### src/design/gmd_ram.sv
// Generic single-port-write, single-port-read RAM with registered read.
module gmd_ram #(
    parameter int WIDTH = 1,
    parameter int DEPTH = 16
) (
    input  logic                     i_clk,
    input  logic                     i_we,
    input  logic [$clog2(DEPTH)-1:0] i_waddr,
    input  logic [WIDTH-1:0]         i_wdata,
    input  logic [$clog2(DEPTH)-1:0] i_raddr,
    output logic [WIDTH-1:0]         o_rdata
);
    logic [WIDTH-1:0] r_mem [DEPTH];

    // Write, then read registered
    always_ff @(posedge i_clk) begin
        if (i_we) begin
            r_mem[i_waddr] <= i_wdata;
        end
        o_rdata <= r_mem[i_raddr];
    end
endmodule

### config.mk
export PLATFORM = sky130hd
export DESIGN_NAME = gmd_ram
export DESIGN_NICKNAME = d
export VERILOG_FILES = /design/src/design/gmd_ram.sv
export SDC_FILE = /design/constraint.sdc
export NUM_CORES = 1
export LEC_CHECK = 0
export BUFFER_PORTS_ARGS = -buffer_cell sky130_fd_sc_hd__buf_4
export CAP_MARGIN = 15
export CORE_MARGIN = 2
export CORE_UTILIZATION = 42
export DETAILED_ROUTE_END_ITERATION = 16
export PLACE_DENSITY = 0.63
export SYNTH_ARGS = -nofsm -noshare
export SYNTH_HDL_FRONTEND = slang
export SYNTH_SLANG_ARGS = --single-unit
### constraint.sdc
create_clock -name i_clk -period 1.9 [get_ports i_clk]
set_input_delay 0.38 -clock i_clk [delete_from_list [all_inputs] [get_ports i_clk]]
set_output_delay 0.38 -clock i_clk [all_outputs]
set_load 0.02 [all_outputs]
==> flow_summary_export.csv <==
group,metric,value,unit
synthesis,synth_top_area_cell,"edfxtp_1",
finish,layout.cells.non_filler,79,
flow_run,maxCapViolations,0,
global_routing,grt_overflow_total,0,
clocking,cts_setup_buffers,0,
synthesis,synth_most_common_cell,"edfxtp_1",
global_routing,antenna_found_initial,0,
sta,max_freq,820,MHz
hold_path,hold_start,"i_raddr[2]",
synthesis,synthTopCellsByArea,"edfxtp_1 64%, mux4_1 14%, nor2_1 6.0%, mux2i_1 4.0%, dfxtp_1 2.7%",
sta,rsz0062_at_grt,"false",
pwr,power_switching,0.141,mW
clocking,htree_levels,1,
global_routing,grtUsageTotal,13.3,%
synthesis,synth_area,746,um^2
sta,hold_violations,0,
pwr,vdd_ir_drop_max,386,uV
hold_path,hold_path.class,"in2reg",
detailed_routing,vias_per_cell,5.66,
pwr,p_leak,0.313,nW
sta,tightest_slew,0.193,ns
die,initial_core_util,44.1,%
placed_design,gp_congestion,0.734,
synthesis,synth-main-ff-cell,"edfxtp_1",
clocking,insertion_delay,0.29,ns
synthesis,syn_inst,47,
detailed_routing,num_vias,447,
clocking,cts_buffers,3,
global_routing,grt_pass1_wl,1850,um
worst_setup_path,crit_arrival,1.40,ns
sta,finalSetupViolCount,0,
detailed_routing,drtPass1Iterations,4,
finish,drive_gt1_share,24.2,%
detailed_routing,drt.antenna.violating_nets,0,
placed_design,placed_cells,75,
die,core,0.00169,mm^2
sta,post-route-min-period,1.22,ns
die,die-area,0.00213,mm^2
placed_design,dp_hpwl,865,um
status,status,"finished clean",
die,die_h,46.1,um
synthesis,yosysWarningCount,0,
synthesis,yosysSeqAreaShare,67.1,%
pwr,power_density,770,mW/mm^2
synthesis,synthArstFlopShare,0,%
pwr,finalPower,0.674,mW
clocking,cts-hold-fix-buffers,0,
worst_setup_path,crit_required,2.09,ns
worst_setup_path,r2r_start,"r_mem[12]",
clocking,cts_buffer_depth,2,
worst_setup_path,end_kind,"flip-flop",
sta,slew_viol_final,0,
placed_design,postPlaceCellArea,850,um^2
clocking,cts.clk_slew.worst_paths,0.09,ns
pwr,intPower,0.534,mW
finish,final_util,51.9,%
detailed_routing,wire_per_inst,14.1,um
synthesis,netlist.area_leader.share,64.4,%
finish,design_area,876,um^2
clocking,cts_sinks,17,
die,pin_count,12,
clocking,cts_tree,"built",
detailed_routing,drt_iter0_drc,15,
finish,nNetsFinal,74,
pwr,seqPwrFrac,62.4,%
clocking,cts_root_buf,"clkbuf_4",
synthesis,ys_types,11,
sta,relSlewSlack,87.0,%
global_routing,grt_pass1_vias,434,
detailed_routing,drc,0,
placed_design,place_ws,0.393,ns
worst_setup_path,cp-start-kind,"flip-flop",
pwr,combPwrFrac,9.6,%
worst_setup_path,critPathLaunch,"r_mem[12]",
sta,fin_skew,0.00329,ns
die,row_count,15,
die,die_w,46.1,um
synthesis,synth-edff-count,16,
pwr,p_clk_share,28.0,%
worst_setup_path,cp_max_fo,1,
sta,setup_tns,0,ns
sta,timing.hold.ws,0.272,ns
sta,min_period_over_period,64.2,%
placed_design,port_buffers,11,
synthesis,syn_avg_cell_area,15.9,um^2
sta,setup_slack,0.681,ns
synthesis,synth_commonest_cells,"16 x edfxtp_1, 12 x nor2_1, 4 x mux4_1, 4 x nor3_1, 3 x mux2i_1",
clocking,post_cts_resized,0,
finish,area_delta_synth_final,17.4,%
worst_setup_path,critPathKind,"reg2reg",
pwr,swShare,20.9,%
synthesis,syn-num-nets,58,
synthesis,ys_seq_elements,17,
finish,n_antenna_cell,0,
global_routing,grt_start_max_net_pins,17,
detailed_routing,detail_route.wirelength,1110,um
## critical path, stage by stage (launching register included)
cell,delay (ns)
edfxtp_1,0.39
mux4_1,0.50
mux2i_1,0.14
mux2i_1,0.08
## path summary, 6_finish.rpt
kind / to / slack (ns) / cells past startpoint
max: o_rdata / 0.68 / 3
min: o_rdata / 0.27 / 2
max reg2reg: o_rdata / 0.68 / 3
min reg2reg: o_rdata / 0.75 / 3
## cells by family after synthesis
group	after synthesis	share of synthesized area (%)
mux	7	18.1
simple gates	23	14.8
flops	17	67.1
## power groups by stage
stage	logic [mW]	clock network (mW)	registers, mW
final	0.0648	0.189	0.421
after global routing	0.0712	0.207	0.422
after CTS	0.0662	0.194	0.421
after detailed placement	0.0663	0	0.429
after global placement	0.0653	0	0.429
after floorplan	0.0258	0	0.432
## state kept, by name, indices dropped and copies added, names as in the netlist
name     cells
o_rdata      1
r_mem       16
## area by class of cell
| cell class | count | area [um^2] |
|---|---|---|
| Fill cell | 149 | 813 |
| Sequential cell | 17 | 500 |
| Multi-Input combinational cell | 30 | 245 |
| Timing Repair Buffer | 11 | 82.6 |
| Clock buffer | 4 | 26.3 |
| Tap cell | 17 | 21.3 |
## routing by layer
layer	vias to the layer above	global-route usage, %	share of wire, %
met2	15	20.6	50
met4	0	6.86	2.5
met5	-	0	0
met3	5	5.10	6.6
li1	215	-	-
met1	212	16.2	41
## cells in the final DEF, fill, tap and decap left out
cell,Yosys,final
buf_4,0,11
nand2b_1,2,2
nand2_1,1,1
clkbuf_1,0,1
mux2i_1,3,3
mux4_1,4,4
nand3_1,1,1
nor2_1,12,12
nor3_1,4,4
edfxtp_1,16,16
or3b_2,1,1
nand3b_1,2,2
dfxtp_1,1,1
clkbuf_4,0,3
Power figures use the tool's default switching activity.
